===== src/rtl/http_response_framer_top_defines.svh =====
// assertion macros for the http response framer
`ifndef HTTP_RESPONSE_FRAMER_TOP_DEFINES_SVH
`define HTTP_RESPONSE_FRAMER_TOP_DEFINES_SVH

// same-cycle implication, clocked on clk_i, off during reset
`define HRF_ASSERT_IMPL(lbl, ante, cons) \
  lbl: assert property (@(posedge clk_i) disable iff (!rst_ni) (ante) |-> (cons)) \
    else $error("hrf: same-cycle check failed");

// next-cycle implication, clocked on clk_i, off during reset
`define HRF_ASSERT_NEXT(lbl, ante, cons) \
  lbl: assert property (@(posedge clk_i) disable iff (!rst_ni) (ante) |=> (cons)) \
    else $error("hrf: next-cycle check failed");

`endif


===== src/rtl/hrf_pkg.sv =====
// types, constants and keyword table of the http response framer
`default_nettype none

package hrf_pkg;

  localparam int unsigned LEN_W = 32;
  localparam logic [3:0] KEY_LEN = 4'd15;

  localparam logic [7:0] CH_CR    = 8'h0D;
  localparam logic [7:0] CH_LF    = 8'h0A;
  localparam logic [7:0] CH_SPACE = 8'h20;
  localparam logic [7:0] CH_TAB   = 8'h09;
  localparam logic [7:0] CH_ZERO  = 8'h30;
  localparam logic [7:0] CH_NINE  = 8'h39;

  typedef enum logic {
    PH_HEADER,
    PH_BODY
  } phase_e;

  typedef enum logic [1:0] {
    BL_NONE,
    BL_CR,
    BL_CRLF,
    BL_CRLFCR
  } blank_e;

  typedef enum logic [1:0] {
    SC_KEYWORD,
    SC_SPACE,
    SC_BLANKS,
    SC_DIGITS
  } scan_e;

  // "Content-Length:"
  function automatic logic [7:0] key_char(input logic [3:0] idx);
    logic [7:0] c;
    case (idx)
      4'd0:    c = 8'h43;
      4'd1:    c = 8'h6F;
      4'd2:    c = 8'h6E;
      4'd3:    c = 8'h74;
      4'd4:    c = 8'h65;
      4'd5:    c = 8'h6E;
      4'd6:    c = 8'h74;
      4'd7:    c = 8'h2D;
      4'd8:    c = 8'h4C;
      4'd9:    c = 8'h65;
      4'd10:   c = 8'h6E;
      4'd11:   c = 8'h67;
      4'd12:   c = 8'h74;
      4'd13:   c = 8'h68;
      4'd14:   c = 8'h3A;
      default: c = 8'h00;
    endcase
    return c;
  endfunction

endpackage

`default_nettype wire


===== src/rtl/hrf_if.sv =====
// word channels of the http response framer
`default_nettype none

interface hrf_in_if;
  logic       valid;
  logic       ready;
  logic [7:0] rx_byte;

  modport source (output valid, output rx_byte, input ready);
  modport sink (input valid, input rx_byte, output ready);
endinterface

interface hrf_out_if;
  logic       valid;
  logic       ready;
  logic [7:0] data_byte;
  logic       in_body;
  logic       message_end;
  logic       bad_length;

  modport source (output valid, output data_byte, output in_body, output message_end,
                  output bad_length, input ready);
  modport sink (input valid, input data_byte, input in_body, input message_end,
                input bad_length, output ready);
endinterface

`default_nettype wire


===== src/rtl/http_response_framer_top.sv =====
// http response framer: passes bytes through with body and message-end flags
// path: an accepted word is held in the input stage, then registered into the result stage
// throughput: one word per cycle while the output side is ready; the framing state updates as each word fires
// reset: asynchronous, active low; clears both stages and returns to header scan
`default_nettype none

`include "http_response_framer_top_defines.svh"

module http_response_framer_top import hrf_pkg::*; (
  input  wire logic   clk_i,
  input  wire logic   rst_ni,
  hrf_in_if.sink      rx_i,
  hrf_out_if.source   tx_o
);

  logic             in_valid_q;
  logic [7:0]       in_byte_q;
  logic             out_valid_q;
  logic [7:0]       out_byte_q;
  logic             out_body_q;
  logic             out_end_q;
  logic             out_bad_q;

  phase_e           phase_q, phase_d;
  blank_e           blank_q, blank_d;
  scan_e            scan_q, scan_d;
  logic [3:0]       key_prog_q, key_prog_d;
  logic             closed_q, closed_d;
  logic [LEN_W-1:0] decl_len_q, decl_len_d;
  logic [LEN_W-1:0] body_rem_q, body_rem_d;

  logic             load_out;
  logic             fire;

  logic             is_digit;
  logic             is_blank;
  logic [3:0]       digit;
  logic [3:0]       key_next;
  logic             key_found;
  logic [LEN_W+3:0] acc;
  logic [LEN_W-1:0] acc_sat;
  logic             blank_done;
  logic             len_ok;

  logic             res_body;
  logic             res_end;
  logic             res_bad;

  // handshake
  assign load_out   = !out_valid_q || tx_o.ready;
  assign fire       = in_valid_q && load_out;
  assign rx_i.ready = !in_valid_q || load_out;

  // input stage
  always_ff @(posedge clk_i or negedge rst_ni) begin
    if (!rst_ni) begin
      in_valid_q <= 1'b0;
    end else if (rx_i.ready) begin
      in_valid_q <= rx_i.valid;
    end
  end

  always_ff @(posedge clk_i) begin
    if (rx_i.ready && rx_i.valid) begin
      in_byte_q <= rx_i.rx_byte;
    end
  end

  // byte classification and digit accumulation
  always_comb begin
    is_digit  = (in_byte_q >= CH_ZERO) && (in_byte_q <= CH_NINE);
    is_blank  = (in_byte_q == CH_SPACE) || (in_byte_q == CH_TAB);
    digit     = in_byte_q[3:0];
    if ((key_prog_q < KEY_LEN) && (in_byte_q == key_char(key_prog_q))) begin
      key_next = key_prog_q + 4'd1;
    end else if (in_byte_q == key_char(4'd0)) begin
      key_next = 4'd1;
    end else begin
      key_next = 4'd0;
    end
    key_found = (key_next == KEY_LEN);
    acc = ({4'b0, decl_len_q} << 3) + ({4'b0, decl_len_q} << 1) + {{LEN_W{1'b0}}, digit};
    if (|acc[LEN_W+3:LEN_W]) begin
      acc_sat = '1;
    end else begin
      acc_sat = acc[LEN_W-1:0];
    end
  end

  // next state
  always_comb begin
    phase_d    = phase_q;
    blank_d    = blank_q;
    scan_d     = scan_q;
    key_prog_d = key_prog_q;
    closed_d   = closed_q;
    decl_len_d = decl_len_q;
    body_rem_d = body_rem_q;
    blank_done = 1'b0;
    len_ok     = 1'b0;

    if (phase_q == PH_BODY) begin
      body_rem_d = body_rem_q - LEN_W'(1);
      if (body_rem_q == LEN_W'(1)) begin
        phase_d = PH_HEADER;
      end
    end else begin
      case (scan_q)
        SC_KEYWORD: begin
          if (key_found) begin
            scan_d     = SC_SPACE;
            key_prog_d = 4'd0;
          end else begin
            key_prog_d = key_next;
          end
        end
        SC_SPACE: begin
          if (in_byte_q == CH_SPACE) begin
            scan_d = SC_BLANKS;
          end
        end
        SC_BLANKS: begin
          if (!closed_q) begin
            if (is_digit) begin
              decl_len_d = LEN_W'(digit);
              scan_d     = SC_DIGITS;
            end else if (!is_blank) begin
              closed_d = 1'b1;
            end
          end
        end
        SC_DIGITS: begin
          if (!closed_q) begin
            if (is_digit) begin
              decl_len_d = acc_sat;
            end else begin
              closed_d = 1'b1;
            end
          end
        end
        default: begin
          scan_d = SC_KEYWORD;
        end
      endcase

      case (in_byte_q)
        CH_CR: begin
          blank_d = (blank_q == BL_CRLF) ? BL_CRLFCR : BL_CR;
        end
        CH_LF: begin
          if (blank_q == BL_CR) begin
            blank_d = BL_CRLF;
          end else begin
            blank_done = (blank_q == BL_CRLFCR);
            blank_d    = BL_NONE;
          end
        end
        default: begin
          blank_d = BL_NONE;
        end
      endcase

      if (blank_done) begin
        len_ok     = (scan_d == SC_DIGITS) && (decl_len_d != '0);
        if (len_ok) begin
          phase_d    = PH_BODY;
          body_rem_d = decl_len_d;
        end
        scan_d     = SC_KEYWORD;
        key_prog_d = 4'd0;
        closed_d   = 1'b0;
        decl_len_d = '0;
      end
    end
  end

  // result flags
  always_comb begin
    res_body = (phase_q == PH_BODY);
    res_bad  = 1'b0;
    if (phase_q == PH_BODY) begin
      res_end = (body_rem_q == LEN_W'(1));
    end else begin
      res_end = blank_done && !len_ok;
      res_bad = blank_done && ((scan_q == SC_SPACE) || (scan_q == SC_BLANKS));
    end
  end

  // framing state
  always_ff @(posedge clk_i or negedge rst_ni) begin
    if (!rst_ni) begin
      phase_q    <= PH_HEADER;
      blank_q    <= BL_NONE;
      scan_q     <= SC_KEYWORD;
      key_prog_q <= 4'd0;
      closed_q   <= 1'b0;
      decl_len_q <= '0;
      body_rem_q <= '0;
    end else if (fire) begin
      phase_q    <= phase_d;
      blank_q    <= blank_d;
      scan_q     <= scan_d;
      key_prog_q <= key_prog_d;
      closed_q   <= closed_d;
      decl_len_q <= decl_len_d;
      body_rem_q <= body_rem_d;
    end
  end

  // result stage
  always_ff @(posedge clk_i or negedge rst_ni) begin
    if (!rst_ni) begin
      out_valid_q <= 1'b0;
    end else if (load_out) begin
      out_valid_q <= in_valid_q;
    end
  end

  always_ff @(posedge clk_i) begin
    if (fire) begin
      out_byte_q <= in_byte_q;
      out_body_q <= res_body;
      out_end_q  <= res_end;
      out_bad_q  <= res_bad;
    end
  end

  assign tx_o.valid       = out_valid_q;
  assign tx_o.data_byte   = out_byte_q;
  assign tx_o.in_body     = out_body_q;
  assign tx_o.message_end = out_end_q;
  assign tx_o.bad_length  = out_bad_q;

  `HRF_ASSERT_IMPL(a_bad_ends_header, tx_o.valid && tx_o.bad_length,
                   tx_o.message_end && !tx_o.in_body)
  `HRF_ASSERT_IMPL(a_body_count_live, phase_q == PH_BODY, body_rem_q != '0)
  `HRF_ASSERT_IMPL(a_key_prog_range, in_valid_q, key_prog_q < KEY_LEN)
  `HRF_ASSERT_NEXT(a_body_last_word,
                   fire && phase_q == PH_BODY && body_rem_q == LEN_W'(1),
                   phase_q == PH_HEADER && scan_q == SC_KEYWORD)

endmodule

`default_nettype wire


===== src/flat_wrapper.sv =====
// flat-port wrapper written by rule: the top's interface ports become plain ports
module http_response_framer_top_flat import hrf_pkg::*;
  (clk_i, rst_ni, rx_i_valid, rx_i_rx_byte, rx_i_ready, tx_o_valid, tx_o_data_byte, tx_o_in_body, tx_o_message_end, tx_o_bad_length, tx_o_ready);
  hrf_in_if rx_i_i ();
  hrf_out_if tx_o_i ();
  input  wire logic clk_i;
  input  wire logic rst_ni;
  input wire logic [$bits(rx_i_i.valid)-1:0] rx_i_valid;
  input wire logic [$bits(rx_i_i.rx_byte)-1:0] rx_i_rx_byte;
  output wire logic [$bits(rx_i_i.ready)-1:0] rx_i_ready;
  output wire logic [$bits(tx_o_i.valid)-1:0] tx_o_valid;
  output wire logic [$bits(tx_o_i.data_byte)-1:0] tx_o_data_byte;
  output wire logic [$bits(tx_o_i.in_body)-1:0] tx_o_in_body;
  output wire logic [$bits(tx_o_i.message_end)-1:0] tx_o_message_end;
  output wire logic [$bits(tx_o_i.bad_length)-1:0] tx_o_bad_length;
  input wire logic [$bits(tx_o_i.ready)-1:0] tx_o_ready;
  assign rx_i_i.valid = rx_i_valid;
  assign rx_i_i.rx_byte = rx_i_rx_byte;
  assign rx_i_ready = rx_i_i.ready;
  assign tx_o_valid = tx_o_i.valid;
  assign tx_o_data_byte = tx_o_i.data_byte;
  assign tx_o_in_body = tx_o_i.in_body;
  assign tx_o_message_end = tx_o_i.message_end;
  assign tx_o_bad_length = tx_o_i.bad_length;
  assign tx_o_i.ready = tx_o_ready;
  http_response_framer_top u_core (.clk_i(clk_i), .rst_ni(rst_ni), .rx_i(rx_i_i), .tx_o(tx_o_i));
endmodule

===== config.mk =====
export PLATFORM = sky130hd
export DESIGN_NAME = http_response_framer_top_flat
export DESIGN_NICKNAME = d
export VERILOG_FILES = /design/src/rtl/hrf_pkg.sv /design/src/rtl/hrf_if.sv /design/src/rtl/http_response_framer_top.sv /design/src/flat_wrapper.sv
export VERILOG_INCLUDE_DIRS = /design/src /design/src/rtl
export SDC_FILE = /design/constraint.sdc
export NUM_CORES = 1
export LEC_CHECK = 0
export ABC_AREA = 0
export BUFFER_PORTS_ARGS = -buffer_cell sky130_fd_sc_hd__buf_2
export CORE_MARGIN = 2
export CORE_UTILIZATION = 40
export DETAILED_ROUTE_END_ITERATION = 10
export PLACE_DENSITY = 0.6
export SKIP_CTS_REPAIR_TIMING = 1
export SLEW_MARGIN = 0
export SYNTH_ARGS = -nofsm -noshare
export SYNTH_HDL_FRONTEND = slang
export SYNTH_SLANG_ARGS = --single-unit

===== constraint.sdc =====
create_clock -name clk_i -period 11.3 [get_ports clk_i]
set_clock_uncertainty 0.2 [all_clocks]
set_input_delay 1.695 -clock clk_i [delete_from_list [all_inputs] [get_ports clk_i]]
set_output_delay 1.695 -clock clk_i [all_outputs]
set_load 0.02 [all_outputs]

==> out/qor.yml <==
drive_gt1_frac: 0.08119
synth_simple_gate_area_frac: 0.2252
cts.sinks: 95
area_growth_pct: 7.243
clock_latency_ns: 0.35
arrival_ns: 4.99
fp-row-count: 52
wl_um: 24470
die_height_um: 148.3
firstDrtPassIters: 7
die_x_um: 148.3
grt.overflow.total: 0
h-tree-depth: 3
grt_start_max_net_pins: 48
synthXorXnorAreaFrac: 0.03246
clk_pin_slew_ns: 0.07
start_util: 0.4089
crit_fanout: 22
syn_nets: 1093
p_leak_nw: 4.059
via_per_inst: 6.176
setup_ws_ns: 6.384
slew_violations: 0
pre_cts_slack_ns: 6.430
synthCells: 1005
grt_pass1_wl_um: 39000
cp-start-kind: "flip-flop"
root_buffer: "clkbuf_16"
ir_drop_mv: 0.06107
clock_path_buffers: 2
max_freq_ghz: 0.2034
synth_top_family_by_area: "compound AO/OA/AOI/OAI gates"
core_area_um2: 20360
antenna_found_initial: 0
synth_area_per_cell_um2: 8.285
synth.cell_area_um2: 8327
post-route-drc-count: 0
fin_nets: 1093
drt_iter0_markers: 738
drtAntennaViolNets: 0
dieArea_um2: 21990
antennaDiodeCount: 0
p_total_mw: 0.7685
finalHoldViolations: 0
numCtsBuffers: 9
vias: 7905
slew_headroom: 0.1805
powerDensity_nw_per_um2: 86.06
synthMuxAreaShare: 0.01863
cts_tree: "built"
rsz0062_at_grt: "no"
synth_compound_area_frac: 0.2685
grt_pass1_vias: 6934
layout_min_cycle_time_ns: 4.916
synthArstFlopShare: 0.8000
synth_adder_area_share: 0.1160
numPortBuffers: 24
synth_cell_types: 89
synth-seq-cells: 95
status: "finished, final reports clean"
dpl.hpwl_um: 18070
worst_pin_slew_ns: 1.198
routabilityCongestion: 0.9140
timing.setup.tns_ns: 0
drv_cap: 0
end_kind: "flip-flop"
worstPathRequired_ns: 11.37
ios: 25
wl_per_cell_um: 19.11
min_path_type: "reg2reg"
synth_edf_count: 19
setup_viol: 0
ys_warn_count: 0
synthFlopType: "dfrtp_1"
finalCritPeriodShare: 0.4350
ys_seq_area_frac: 0.2969
grt_usage: 0.2224
crit_type: "reg2reg"
==> cell usage after synthesis, types with 7 or more instances <==
| library cell | n | area share |
|---|---|---|
| nand2_1 | 123 | 0.055 |
| nor2_1 | 84 | 0.038 |
| dfrtp_1 | 76 | 0.23 |
| ha_1 | 74 | 0.11 |
| o21ai_0 | 69 | 0.041 |
| a21oi_1 | 63 | 0.038 |
| inv_1 | 39 | 0.018 |
| nand3_1 | 34 | 0.020 |
| clkbuf_1 | 31 | 0.014 |
| a22o_1 | 29 | 0.031 |
| nor3_1 | 25 | 0.015 |
| o21ai_1 | 23 | 0.014 |
| edfxtp_1 | 19 | 0.069 |
| nor4_1 | 18 | 0.014 |
| xor2_1 | 17 | 0.018 |
| a222oi_1 | 15 | 0.018 |
| a21o_1 | 14 | 0.013 |
| nand4_1 | 14 | 0.011 |
| a31oi_1 | 12 | 0.0090 |
| and3_1 | 12 | 0.0090 |
| xnor2_1 | 12 | 0.013 |
| mux2i_1 | 11 | 0.013 |
| o31ai_1 | 11 | 0.0099 |
| or3_1 | 11 | 0.0083 |
| buf_2 | 8 | 0.0048 |
| nand2b_1 | 8 | 0.0060 |
| nor2b_1 | 8 | 0.0060 |
| o22ai_1 | 8 | 0.0060 |
| or4_1 | 8 | 0.0072 |
| and2_1 | 7 | 0.0053 |
| o21a_1 | 7 | 0.0063 |
==> cells in the final DEF, fill, tap and decap left out, types with 25 or more instances in the layout <==
cell type / n
nand2_1: 123
nor2_1: 84
dfrtp_1: 76
ha_1: 74
o21ai_0: 69
a21oi_1: 63
inv_1: 39
nand3_1: 34
a22o_1: 29
nor3_1: 25
==> state kept, by name, indices dropped and copies added, names as in the netlist <==
register                 cells
u_core.in_byte_q             8
u_core.phase_q               1
u_core.tx_o.in_body          1
u_core.scan_q                2
u_core.blank_q               2
u_core.in_valid_q            1
u_core.closed_q              1
u_core.body_rem_q           32
u_core.tx_o.message_end      1
u_core.tx_o.data_byte        8
u_core.tx_o.valid            1
u_core.tx_o.bad_length       1
u_core.key_prog_q            4
u_core.decl_len_q           32
==> critical path: stages, from the launching register on <==
cell	delay [ns]
edfxtp_1	0.53
fa_1	0.56
inv_1	0.07
fa_1	0.44
nand2b_1	0.18
a21oi_1	0.23
o21ai_1	0.16
o21ai_2	0.31
a221oi_2	0.11
and3_1	0.21
nor2_1	0.29
or3_1	0.63
nor2_1	0.11
o21ai_0	0.50
a222oi_1	0.18
o21ai_1	0.11
==> metrics by stage <==
stage	instances	utilization	area [um^2]	hold slack, ns
3_3_place_gp	1264	0.4250	8656	0.2827
4_1_cts	1280	0.4385	8930	0.3077
6_report	1280	0.4385	8930	0.3078
5_1_grt	1280	0.4385	8930	0.3370
3_5_place_dp	1264	0.4250	8656	0.2887
2_1_floorplan	1005	-	8327	0.2572
==> routing by layer <==
metal  vias to the layer above  wire length (um)  part of all wire  global-route usage
li1                       3814                 -                 -                   -
met1                      3806             12220              0.50              0.3496
met2                       260             10430              0.43              0.3248
met3                        25              1377             0.056             0.01810
met4                         0               433             0.018             0.06095
met5                         -                 0                 0                   0
==> report_power, final <==
part,internal (mW),switching [mW],total [mW]
combinational,0.0323,0.0609,0.0932
clock,0.151,0.141,0.292
sequential,0.365,0.0178,0.383
==> layout make-up <==
type / instances / area, um^2
Clock inverter: 6 / 45.04
Clock buffer: 10 / 229.0
Timing Repair Buffer: 33 / 190.2
Multi-Input combinational cell: 827 / 5509
Sequential cell: 95 / 2472
Tap cell: 270 / 337.8
Fill cell: 2069 / 11430
Inverter: 39 / 146.4
==> cell families after synthesis <==
group | Yosys count
AOI/OAI and AO/OA | 324
xor gates and xnor gates | 30
adders and majority gates | 76
buffers and inverters | 83
DFF | 95
muxes | 15
and+or+nand+nor | 382
==> final timing paths <==
kind	slack, ns	end	from	cells after the start
worst max-delay path	6.38	u_core.body_rem_q[10]	u_core.in_byte_q[3]	15
max in group asynchronous	8.84	u_core.body_rem_q[27]	rst_ni	2
min in group asynchronous	1.06	u_core.key_prog_q[2]	rst_ni	1
worst min-delay path	0.31	u_core.tx_o.valid	u_core.in_valid_q	1
worst min register to register	0.31	u_core.tx_o.valid	u_core.in_valid_q	1
worst max register to register	6.38	u_core.body_rem_q[10]	u_core.in_byte_q[3]	15
Power figures use the tool's default switching activity.
